### config.mk
export PLATFORM = sky130hd
export DESIGN_NAME = key_value_multimap_table_core
export DESIGN_NICKNAME = d
export VERILOG_FILES = /design/src/rtl/kvm_pkg.sv /design/src/rtl/kvm_ram.sv /design/src/rtl/kvm_datapath.sv /design/src/rtl/kvm_ctrl.sv /design/src/rtl/key_value_multimap_table_core.sv
export SDC_FILE = /design/constraint.sdc
export NUM_CORES = 1
export LEC_CHECK = 0
export ABC_AREA = 1
export BUFFER_PORTS_ARGS = -buffer_cell sky130_fd_sc_hd__buf_2
export CAP_MARGIN = 10
export CORE_MARGIN = 3
export CORE_UTILIZATION = 40
export DETAILED_ROUTE_END_ITERATION = 6
export PLACE_DENSITY = 0.56
export SYNTH_ARGS = -nofsm -noshare
export SYNTH_HDL_FRONTEND = slang
export SYNTH_SLANG_ARGS = --single-unit
### constraint.sdc
create_clock -name clk -period 16.9 [get_ports clk]
set_clock_uncertainty 0.1 [all_clocks]
set_input_delay 1.69 -clock clk [delete_from_list [all_inputs] [get_ports clk]]
set_output_delay 1.69 -clock clk [all_outputs]
set_load 0.05 [all_outputs]
### src/rtl/kvm_pkg.sv
package kvm_pkg;

    // Table size and derived widths
    localparam int DEPTH   = 16;
    localparam int IDX_W   = (DEPTH > 1) ? $clog2(DEPTH) : 1;
    localparam int COUNT_W = $clog2(DEPTH + 1);
    localparam int KEY_W   = 32;
    localparam int VAL_W   = 32;
    localparam int ENTRY_W = KEY_W + VAL_W;

    typedef enum logic [1:0] {
        OP_ADD    = 2'd0,
        OP_REMOVE = 2'd1,
        OP_FIND   = 2'd2,
        OP_PRINT  = 2'd3
    } op_t;

    typedef enum logic [2:0] {
        ST_MATCH    = 3'd0,
        ST_LIST     = 3'd1,
        ST_NOTFOUND = 3'd2,
        ST_EMPTY    = 3'd3,
        ST_FULL     = 3'd4
    } status_t;

    typedef enum logic [2:0] {
        S_IDLE,
        S_FULL,
        S_EMPTY,
        S_PRIME,
        S_SCAN,
        S_DONE
    } state_t;

    // Commands from the controller to the datapath
    typedef struct packed {
        logic    accept;
        logic    step;
        logic    emit;
        status_t sel;
        logic    last;
        logic    commit;
    } dp_cmd_t;

    // Status from the datapath to the controller
    typedef struct packed {
        op_t  op;
        op_t  in_op;
        logic full;
        logic empty;
        logic match;
        logic at_end;
        logic found;
        logic out_free;
    } dp_stat_t;

endpackage

### src/rtl/kvm_ram.sv
module kvm_ram #(
    parameter int WIDTH = 64,
    parameter int DEPTH = 16
) (
    input  logic                                         clk,
    input  logic                                         wr_en,
    input  logic [((DEPTH > 1) ? $clog2(DEPTH) : 1)-1:0] wr_addr,
    input  logic [WIDTH-1:0]                             wr_data,
    input  logic [((DEPTH > 1) ? $clog2(DEPTH) : 1)-1:0] rd_addr,
    output logic [WIDTH-1:0]                             rd_data
);

    logic [WIDTH-1:0] mem [DEPTH];

    // Write one word, read one word registered
    always_ff @(posedge clk)
    begin
        if (wr_en)
        begin
            mem[wr_addr] <= wr_data;
        end
        rd_data <= mem[rd_addr];
    end

endmodule

### src/rtl/kvm_datapath.sv
module kvm_datapath
    import kvm_pkg::*;
(
    input  logic                    clk,
    input  logic                    rst_n,
    input  dp_cmd_t                 cmd,
    output dp_stat_t                stat,
    input  logic [1:0]              in_op,
    input  logic signed [KEY_W-1:0] in_key,
    input  logic signed [VAL_W-1:0] in_value,
    output logic                    out_valid,
    input  logic                    out_ready,
    output status_t                 out_status,
    output logic signed [KEY_W-1:0] out_key,
    output logic signed [VAL_W-1:0] out_value,
    output logic                    out_last
);

    op_t                     op_reg;
    logic signed [KEY_W-1:0] key_reg;
    logic [COUNT_W-1:0]      count_reg;
    logic [COUNT_W-1:0]      count_next;
    logic [IDX_W-1:0]        p_reg;
    logic [IDX_W-1:0]        p_next;
    logic [IDX_W-1:0]        w_reg;
    logic [IDX_W-1:0]        w_next;
    logic                    found_reg;
    logic                    found_next;
    logic [KEY_W-1:0]        pend_key_reg;
    logic [VAL_W-1:0]        pend_val_reg;
    logic                    out_valid_reg;
    logic                    out_valid_next;
    status_t                 out_status_reg;
    logic [KEY_W-1:0]        out_key_reg;
    logic [VAL_W-1:0]        out_val_reg;
    logic                    out_last_reg;

    logic                    wr_en;
    logic [IDX_W-1:0]        wr_addr;
    logic [ENTRY_W-1:0]      wr_data;
    logic [IDX_W-1:0]        rd_addr;
    logic [ENTRY_W-1:0]      rd_data;
    logic [KEY_W-1:0]        rd_key;
    logic [VAL_W-1:0]        rd_val;
    logic                    full;
    logic                    match;
    logic                    add_write;
    logic                    rm_write;

    assign rd_key = rd_data[KEY_W-1:0];
    assign rd_val = rd_data[ENTRY_W-1:KEY_W];
    assign full   = (count_reg == COUNT_W'(DEPTH));
    assign match  = (rd_key == key_reg);

    // Table storage: add appends, remove writes survivors back in order
    assign add_write = cmd.accept && (op_t'(in_op) == OP_ADD) && !full;
    assign rm_write  = cmd.step && (op_reg == OP_REMOVE) && !match;
    assign wr_en     = add_write || rm_write;
    assign wr_addr   = add_write ? count_reg[IDX_W-1:0] : w_reg;
    assign wr_data   = add_write ? {in_value, in_key} : rd_data;
    assign rd_addr   = cmd.step ? IDX_W'(p_reg + 1'b1) : p_reg;

    kvm_ram #(
        .WIDTH(ENTRY_W),
        .DEPTH(DEPTH)
    ) u_ram (
        .clk    (clk),
        .wr_en  (wr_en),
        .wr_addr(wr_addr),
        .wr_data(wr_data),
        .rd_addr(rd_addr),
        .rd_data(rd_data)
    );

    // Scan pointers, fill count and match flag
    always_comb
    begin
        count_next = count_reg;
        p_next     = p_reg;
        w_next     = w_reg;
        found_next = found_reg;
        if (cmd.accept)
        begin
            p_next     = '0;
            w_next     = '0;
            found_next = 1'b0;
            if (add_write)
            begin
                count_next = count_reg + 1'b1;
            end
        end
        if (cmd.step)
        begin
            p_next = IDX_W'(p_reg + 1'b1);
            if (rm_write)
            begin
                w_next = IDX_W'(w_reg + 1'b1);
            end
            if (match && (op_reg != OP_PRINT))
            begin
                found_next = 1'b1;
            end
        end
        if (cmd.commit)
        begin
            count_next = COUNT_W'(w_reg);
            if (!found_reg)
            begin
                count_next = count_reg;
            end
        end
    end

    always_ff @(posedge clk or negedge rst_n)
    begin
        if (!rst_n)
        begin
            count_reg <= '0;
            p_reg     <= '0;
            w_reg     <= '0;
            found_reg <= 1'b0;
            op_reg    <= OP_ADD;
        end
        else
        begin
            count_reg <= count_next;
            p_reg     <= p_next;
            w_reg     <= w_next;
            found_reg <= found_next;
            if (cmd.accept)
            begin
                op_reg <= op_t'(in_op);
            end
        end
    end

    // Latch the search key, hold the most recent match
    always_ff @(posedge clk)
    begin
        if (cmd.accept)
        begin
            key_reg <= in_key;
        end
        if (cmd.step && match && (op_reg == OP_FIND))
        begin
            pend_key_reg <= rd_key;
            pend_val_reg <= rd_val;
        end
    end

    // Output register: load on emit, drop once taken
    always_comb
    begin
        out_valid_next = out_valid_reg;
        if (out_valid_reg && out_ready)
        begin
            out_valid_next = 1'b0;
        end
        if (cmd.emit)
        begin
            out_valid_next = 1'b1;
        end
    end

    always_ff @(posedge clk or negedge rst_n)
    begin
        if (!rst_n)
        begin
            out_valid_reg <= 1'b0;
        end
        else
        begin
            out_valid_reg <= out_valid_next;
        end
    end

    always_ff @(posedge clk)
    begin
        if (cmd.emit)
        begin
            out_status_reg <= cmd.sel;
            out_last_reg   <= cmd.last;
            case (cmd.sel)
                ST_MATCH:
                begin
                    out_key_reg <= pend_key_reg;
                    out_val_reg <= pend_val_reg;
                end
                ST_LIST:
                begin
                    out_key_reg <= rd_key;
                    out_val_reg <= rd_val;
                end
                default:
                begin
                    out_key_reg <= '0;
                    out_val_reg <= '0;
                end
            endcase
        end
    end

    assign out_valid  = out_valid_reg;
    assign out_status = out_status_reg;
    assign out_key    = out_key_reg;
    assign out_value  = out_val_reg;
    assign out_last   = out_last_reg;

    // Status towards the controller
    assign stat.op       = op_reg;
    assign stat.in_op    = op_t'(in_op);
    assign stat.full     = full;
    assign stat.empty    = (count_reg == '0);
    assign stat.match    = match;
    assign stat.at_end   = ((COUNT_W'(p_reg) + 1'b1) == count_reg);
    assign stat.found    = found_reg;
    assign stat.out_free = !out_valid_reg || out_ready;

endmodule

### src/rtl/kvm_ctrl.sv
module kvm_ctrl
    import kvm_pkg::*;
(
    input  logic     clk,
    input  logic     rst_n,
    input  logic     in_valid,
    output logic     in_ready,
    input  dp_stat_t stat,
    output dp_cmd_t  cmd
);

    state_t state_reg;
    state_t state_next;

    assign in_ready = (state_reg == S_IDLE);

    // Next state
    always_comb
    begin
        state_next = state_reg;
        unique case (state_reg)
            S_IDLE:
            begin
                if (in_valid)
                begin
                    if (stat.in_op == OP_ADD)
                    begin
                        state_next = stat.full ? S_FULL : S_IDLE;
                    end
                    else
                    begin
                        state_next = stat.empty ? S_EMPTY : S_PRIME;
                    end
                end
            end
            S_FULL:
            begin
                if (stat.out_free)
                begin
                    state_next = S_IDLE;
                end
            end
            S_EMPTY:
            begin
                if (stat.out_free)
                begin
                    state_next = (stat.op == OP_PRINT) ? S_IDLE : S_DONE;
                end
            end
            S_PRIME:
            begin
                state_next = S_SCAN;
            end
            S_SCAN:
            begin
                if (stat.at_end)
                begin
                    unique case (stat.op)
                        OP_PRINT:
                        begin
                            if (stat.out_free)
                            begin
                                state_next = S_IDLE;
                            end
                        end
                        OP_FIND:
                        begin
                            if (!(stat.match && stat.found) || stat.out_free)
                            begin
                                state_next = S_DONE;
                            end
                        end
                        default:
                        begin
                            state_next = S_DONE;
                        end
                    endcase
                end
            end
            S_DONE:
            begin
                if ((stat.op == OP_REMOVE) && stat.found)
                begin
                    state_next = S_IDLE;
                end
                else if (stat.out_free)
                begin
                    state_next = S_IDLE;
                end
            end
            default:
            begin
                state_next = S_IDLE;
            end
        endcase
    end

    // Commands
    always_comb
    begin
        cmd        = '0;
        cmd.sel    = ST_NOTFOUND;
        cmd.accept = in_ready && in_valid;
        unique case (state_reg)
            S_IDLE:
            begin
            end
            S_FULL:
            begin
                cmd.emit = stat.out_free;
                cmd.sel  = ST_FULL;
                cmd.last = 1'b1;
            end
            S_EMPTY:
            begin
                cmd.emit = stat.out_free;
                cmd.sel  = ST_EMPTY;
                cmd.last = (stat.op == OP_PRINT);
            end
            S_PRIME:
            begin
            end
            S_SCAN:
            begin
                unique case (stat.op)
                    OP_PRINT:
                    begin
                        cmd.emit = stat.out_free;
                        cmd.step = stat.out_free;
                        cmd.sel  = ST_LIST;
                        cmd.last = stat.at_end;
                    end
                    OP_FIND:
                    begin
                        // Flush the held match before taking a new one
                        cmd.sel = ST_MATCH;
                        if (stat.match && stat.found)
                        begin
                            cmd.emit = stat.out_free;
                            cmd.step = stat.out_free;
                        end
                        else
                        begin
                            cmd.step = 1'b1;
                        end
                    end
                    default:
                    begin
                        cmd.step = 1'b1;
                    end
                endcase
            end
            S_DONE:
            begin
                cmd.last   = 1'b1;
                cmd.commit = (stat.op == OP_REMOVE);
                if ((stat.op == OP_FIND) && stat.found)
                begin
                    cmd.emit = stat.out_free;
                    cmd.sel  = ST_MATCH;
                end
                else if (!stat.found)
                begin
                    cmd.emit = stat.out_free;
                    cmd.sel  = ST_NOTFOUND;
                end
            end
            default:
            begin
            end
        endcase
    end

    always_ff @(posedge clk or negedge rst_n)
    begin
        if (!rst_n)
        begin
            state_reg <= S_IDLE;
        end
        else
        begin
            state_reg <= state_next;
        end
    end

endmodule

### src/rtl/key_value_multimap_table_core.sv
// Insertion-ordered key/value table with duplicate keys and linear search.
// Slave channel: one request per transfer; tuser carries the command (add,
// remove, find, print), tdata carries the key and the value.
// Master channel: result items; tuser carries the status, tdata the key and
// value of a matched or listed entry (zero otherwise), tlast marks the final
// result of a request. A successful add or remove gives no result.
// Add writes the entry on acceptance; on a full table it reports full through
// the output register. Remove, find and print walk the stored entries through
// a single-port-read RAM, one entry per cycle after a read prime state while
// the output is not stalled. A full or empty status leaves from the S_FULL or
// S_EMPTY state through the output register. A find result is held back until
// the next match or the end of the walk, so that tlast can be set on the final
// one. Results leave through an output register; while the receiver stalls, a
// scan with a result to emit holds at the current entry and resumes once the
// register is taken.
// Reset clears the entry count and the control state; the table contents are
// not cleared and are never read before being written.
module key_value_multimap_table_core
    import kvm_pkg::*;
(
    input  logic        clk,
    input  logic        rst_n,
    input  logic        s_axis_tvalid,
    output logic        s_axis_tready,
    input  logic [63:0] s_axis_tdata,   // [31:0] key_in, [63:32] value_in
    input  logic [1:0]  s_axis_tuser,   // [1:0] cmd
    output logic        m_axis_tvalid,
    input  logic        m_axis_tready,
    output logic [63:0] m_axis_tdata,   // [31:0] key_out, [63:32] value_out
    output logic [2:0]  m_axis_tuser,   // [2:0] status
    output logic        m_axis_tlast
);

    dp_cmd_t                 cmd;
    dp_stat_t                stat;
    status_t                 out_status;
    logic signed [KEY_W-1:0] out_key;
    logic signed [VAL_W-1:0] out_value;

    kvm_ctrl u_ctrl (
        .clk     (clk),
        .rst_n   (rst_n),
        .in_valid(s_axis_tvalid),
        .in_ready(s_axis_tready),
        .stat    (stat),
        .cmd     (cmd)
    );

    kvm_datapath u_datapath (
        .clk       (clk),
        .rst_n     (rst_n),
        .cmd       (cmd),
        .stat      (stat),
        .in_op     (s_axis_tuser),
        .in_key    (s_axis_tdata[31:0]),
        .in_value  (s_axis_tdata[63:32]),
        .out_valid (m_axis_tvalid),
        .out_ready (m_axis_tready),
        .out_status(out_status),
        .out_key   (out_key),
        .out_value (out_value),
        .out_last  (m_axis_tlast)
    );

    // Pack the result fields
    assign m_axis_tdata = {out_value, out_key};
    assign m_axis_tuser = out_status;

endmodule

Word-level counts from Yosys, hierarchy flattened --
Memory sizes are Yosys's and may differ from the RTL's. A register that Yosys moved wholly into a read port is not among the register bits. Index checks and enable logic that the tools add are counted.
Operators by class: equality and inequality tests 18, $add $sub $neg 4, muxes and demuxes 43, reduce and logical (&&, ||, !) cells 29
Operators by type and width (number):
- $pmux W32 S2 | 2
- $mux W64 | 1
- $mux W4 | 9
- $eq A32 B32 Y1 | 1
- $mux W3 | 8
- $mux W5 | 4
- $pmux W5 S4 | 1
- $pmux W3 S6 | 1
- $mux W1 | 14
- $logic_and A1 B1 Y1 | 12
- $add A4 B1 Y4 const B | 2
- $pmux W4 S2 | 1
- $reduce_bool A2 Y1 | 4
- $eq A3 B1 Y1 const B | 2
- $eq A3 B2 Y1 const B | 2
- $eq A3 B3 Y1 const B | 2
- $logic_not A3 Y1 | 2
- $ne A2 B1 Y1 const B | 3
- $pmux W3 S2 | 1
- $add A4 B1 Y5 const B | 1
- $add A5 B1 Y5 const B | 1
- $eq A5 B5 Y1 | 1
- $eq A5 B5 Y1 const B | 1
- $logic_not A5 Y1 | 1
- 10 further kinds | 17
Word-level totals: bits in registers 184, output and inout port bits 70, logic and storage cells 109, memories kept 1, input bits 70, bits in writable memories 1024
Memory list:
- u_datapath.u_ram.mem | depth 16, bits a word 64, rd ports 1, clocked after Yosys merged registers in 1, wr ports 1, line kvm_ram.sv:13 | logic [WIDTH-1:0] mem [DEPTH];

Logic depth before layout (Yosys ltp) --
word-level depth 10, gate-level depth with buffers 23, depth with buffers taken out 19

Modules after synthesis --
A second synthesis with hierarchy kept.
Unflattened totals: cells, all modules 5089, area, all modules 53998.0 um^2
By module, submodules not included:
- kvm_ram | cells each 4210, area each 45285.9 um^2, instances 1, sequential area each 32030.7 um^2
- kvm_datapath | cells each 799, area each 8259.2 um^2, instances 1, sequential area each 5350.1 um^2
- kvm_ctrl | cells each 80, area each 452.9 um^2, instances 1, sequential area each 75.1 um^2

Worst setup path before layout --
Ideal clock, no wire load.
path type input-to-reg, from input m_axis_tready, to register u_datapath.out_key_reg[0], in the netlist u_datapath.out_key[0], enable pin, stages on the path 2, arrival 6.544 ns, required time 16.212 ns, setup slack 9.668 ns, path buffers 0, setup time 0.588 ns, path through nor2_1 -> o21ai_0
RTL lines:
- start, declared | line key_value_multimap_table_core.sv:28 | input logic m_axis_tready,
- end signal, assigned | line kvm_datapath.sv:186 | out_key_reg <= pend_key_reg;
- end signal, assigned | line kvm_datapath.sv:191 | out_key_reg <= rd_key;
- end, declared | line kvm_datapath.sv:34 | logic [KEY_W-1:0] out_key_reg;

Worst setup path after layout --
from register u_datapath.key_reg[31], to register u_datapath.u_ram.rd_data[42], read port of u_datapath.u_ram.mem
On the way: longest elaborated chain between the ends 6
Ends and longest elaborated chain:
- start, declared | line kvm_datapath.sv:20 | logic signed [KEY_W-1:0] key_reg;
- start signal, assigned | line kvm_datapath.sv:142 | key_reg <= in_key;
- $eq A32 B32 Y1 | line kvm_datapath.sv:53 | assign match = (rd_key == key_reg);
- $logic_and A1 B1 Y1 | line kvm_ctrl.sv:137 | if (stat.match && stat.found)
- $mux W1 | line kvm_ctrl.sv:137
- $pmux W1 S2 | line kvm_ctrl.sv:125 | unique case (stat.op)
- $mux W1 | line kvm_ctrl.sv:104 | unique case (state_reg)
- $mux W4 | line kvm_datapath.sv:61 | assign rd_addr = cmd.step ? IDX_W'(p_reg + 1'b1) : p_reg;
- end, declared | line kvm_ram.sv:10 | output logic [WIDTH-1:0] rd_data
Every way passes these cells. A chain may end at the register's enable or synchronous reset.

==> flow_metrics.py <==
metrics = {
    "logic_synthesis": {
        "yosys_warnings": 0,
        "synthTopCellsByArea": "edfxtp_1 (69%), mux2i_1 (10%), nand3_1 (5.8%)",
        "yosysTopAreaCellShare_pct": 69.3,
        "synth.net_count": 3746,
        "synthTopCellsByCount": "edfxtp_1 (1188), nand2_1 (648), nand3_1 (592)",
        "syn_avg_cell_area_um2": 14.0,
        "synth-xor-area-share_pct": 0.442,
        "syn_inst": 3671,
        "yosysMostFrequentCell": "edfxtp_1",
        "ys_types": 38,
        "synth_seq_cells": 1272,
        "synthFlopType": "edfxtp_1",
        "async_flop_share_pct": 1.57,
        "yosys.area_share.adder_pct": 0.122,
        "netlist_area_um2": 51500,
        "synth_area_leader_cell": "edfxtp_1",
        "synth-compound-area-share_pct": 1.41,
        "yosysSeqAreaShare_pct": 72.8,
        "synth-simple-area-share_pct": 11.3,
        "synth_top_family_by_area": "simple AND/OR/NAND/NOR gates",
        "synthMuxAreaShare_pct": 10.8,
        "synth-edff-count": 1188,
    },
    "setup_path": {
        "worst-path-max-fanout": 131,
        "cpMaxStageDelayCell": "ha_4",
        "critPathLaunchType": "register",
        "crit_chain": "xnor2_1 > nand2_1 > nor2_1 > nand2_1 > nor2_2 > nand3_1 > nand2_1 > nand2_2 > nand2_2 > inv_1 > ha_4 > buf_12 > buf_12 > mux2i_1 > nand3_1 > nand3_1 > nand2_1 > nand2_1 > nand2_1",
        "crit_family": "simple AND/OR/NAND/NOR gates",
        "cp_num_buf_inv": 3,
        "endpoint_kind": "register",
        "required_ns": 17.42,
        "cp_common_cell": "nand2_1",
        "cp.arrival_ns": 6.85,
        "r2r_slack_ns": 10.57,
        "crit_type": "register to register",
        "max_stage_delay_ns": 0.90,
    },
    "finish": {
        "drive_gt1_share_pct": 12.3,
        "fin_util_pct": 45.9,
        "top_register": "u_datapath.u_ram.mem",
        "multiInputGateArea_um2": 12700,
        "design_area_um2": 58200,
        "layout.nets": 3883,
        "finalNonFillerCells": 5568,
        "register_area_um2": 37500,
        "fill_cells": 11100,
        "syn_to_final_growth_pct": 13.1,
        "reg_top3": "u_datapath.u_ram.mem x1024, u_datapath.u_ram.rd_data x64",
        "largest_register_ffs": 1024,
    },
    "timing": {
        "rsz0062_at_grt": "false",
        "final_hold_viol_count": 0,
        "slew_viol_final": 0,
        "max_freq_mhz": 158,
        "tns_ns": 0,
        "setup_viol": 0,
        "tightestPinTransition_ns": 1.29,
        "min_period_over_period_pct": 37.4,
        "max-slew-margin-rel_pct": 13.9,
        "fin_crit_ns": 6.33,
    },
    "clock_tree": {
        "cts_buffer_depth": 3,
        "numClockSinks": 1272,
        "cts_buffers": 134,
        "cts_hold_buf": 0,
        "clkLatencyLatePin_ns": 0.74,
        "postCtsSetupBuffers": 0,
        "postCtsResizedCells": 0,
        "tritoncts": "yes",
        "cts_root_buf": "clkbuf_16",
        "htree_levels": 4,
        "cts.clk_slew.worst_paths_ns": 0.06,
    },
    "grt": {
        "grt_pass1_wl_mm": 204,
        "grtUsageTotal_pct": 21.0,
        "grt_pass1_vias": 29200,
        "antenna_found_initial": 7,
        "grt.overflow.total": 0,
        "grt_max_degree": 152,
    },
    "die": {
        "io_pins": 140,
        "die_w_um": 365,
        "initial_utilization_pct": 40.6,
        "die_area_um2": 133000,
        "std_cell_rows": 130,
        "core_area_um2": 127000,
        "die_h_um": 365,
    },
    "routing": {
        "met2WireLength_mm": 63.9,
        "wirelength_mm": 141,
        "highest_layer": "met4",
        "wl_met3_mm": 9.27,
        "wl_met1_mm": 65.9,
        "ant_nets": 0,
        "viasPerCell": 5.49,
        "wire_per_inst_um": 25.4,
        "vias": 30500,
        "detailedRoute.firstPassIterationCount": 5,
        "dr.first_iter.drc_count": 2823,
        "drcViolationCount": 0,
    },
    "min_path": {
        "hold_class": "register to register",
    },
    "placement": {
        "placed_cell_area_um2": 53900,
        "dp_hpwl_mm": 68.9,
        "post-place-cells": 5314,
        "io_buffers": 139,
        "gp_congestion": 0.779,
    },
    "run_status": {
        "outcome": "finished, final reports clean",
    },
    "power_and_ir_drop": {
        "p_per_area_nw_per_um2": 211,
        "leakage_uw": 0.0220,
        "ir_drop_v": 0.000272,
    },
    "run": {
        "maxCapViolations": 0,
    },
}
==> where the power goes <==
part           switching (uW)  internal [uW]  leakage [uW]  total [uW]
clock                    1200           1640       0.00206        2840
sequential                174           4200        0.0116        4380
combinational            3490           1580       0.00841        5070
==> routing by layer <==
layer	global-route usage [%]	vias to the layer above
li1	-	13700
met1	31.2	15600
met2	32.4	1082
met3	3.44	180
met4	4.83	0
met5	0	-
==> kinds of logic after synthesis <==
| kind of cell | Yosys count |
|---|---|
| mux | 550 |
| xor+xnor | 26 |
| buf+inv | 351 |
| flops | 1272 |
| fa+ha+maj | 5 |
| compound gates | 131 |
| simple gates | 1336 |
==> worst reg2reg max path: stages, from the launching register on <==
cell	delay, ns
edfxtp_1	0.38
xnor2_1	0.40
nand2_1	0.11
nor2_1	0.31
nand2_1	0.19
nor2_2	0.18
nand3_1	0.10
nand2_1	0.11
nand2_2	0.11
nand2_2	0.37
inv_1	0.20
ha_4	0.90
buf_12	0.74
buf_12	0.77
mux2i_1	0.72
nand3_1	0.11
nand3_1	0.16
nand2_1	0.10
nand2_1	0.08
nand2_1	0.07
==> final timing paths <==
path                                                      start                                     to  cells after the start
setup / recovery               u_datapath.key_reg[31]$_DFFE_PP_   u_datapath.u_ram.rd_data[42]$_DFF_P_                     19
hold / removal             u_datapath.u_ram.rd_data[54]$_DFF_P_  u_datapath.pend_val_reg[22]$_DFFE_PP_                      0
setup reg to reg               u_datapath.key_reg[31]$_DFFE_PP_   u_datapath.u_ram.rd_data[42]$_DFF_P_                     19
hold reg to reg            u_datapath.u_ram.rd_data[54]$_DFF_P_  u_datapath.pend_val_reg[22]$_DFFE_PP_                      0
max in group asynchronous                                 rst_n          u_datapath.w_reg[0]$_DFF_PN0_                      1
min in group asynchronous                                 rst_n        u_ctrl.state_reg[2]$_DFFE_PN0P_                      1
==> final cells by class <==
class	count	share of cell area, %
Sequential cell	1272	64.3
Multi-Input combinational cell	2048	21.7
Inverter	141	0.914
Tap cell	1650	3.55
Clock buffer	183	6.27
Antenna cell	3	0.0129
Clock inverter	60	0.959
Timing Repair Buffer	211	2.21
==> per-stage QoR <==
| stage | total power (uW) | hold WS (ns) | worst slack [ns] |
|---|---|---|---|
| 2_1_floorplan | 8020 | 0.308 | 9.67 |
| 3_3_place_gp | 9450 | 0.325 | 10.09 |
| 3_5_place_dp | 9480 | 0.325 | 10.02 |
| 4_1_cts | 12300 | 0.347 | 10.71 |
| 5_1_grt | 12900 | 0.353 | 10.34 |
| 6_report | 12300 | 0.351 | 10.57 |
==> layout by cell type (no fill, tap or decap), types with 20 or more instances in the layout <==
master / netlist / layout
a21oi_1: 32 / 32
dfxtp_1: 64 / 64
nand2_1: 648 / 648
buf_4: 17 / 68
buf_2: 53 / 139
nand3_1: 592 / 591
mux2_2: 38 / 38
clkbuf_1: 106 / 41
clkbuf_16: 0 / 137
dfrtp_1: 20 / 20
inv_1: 127 / 127
clkinv_1: 1 / 20
clkinv_2: 0 / 22
mux2i_1: 512 / 512
o21ai_0: 59 / 58
xnor2_1: 23 / 23
o22ai_1: 29 / 29
nor2_1: 71 / 52
edfxtp_1: 1188 / 1188
Power figures use the tool's default switching activity.
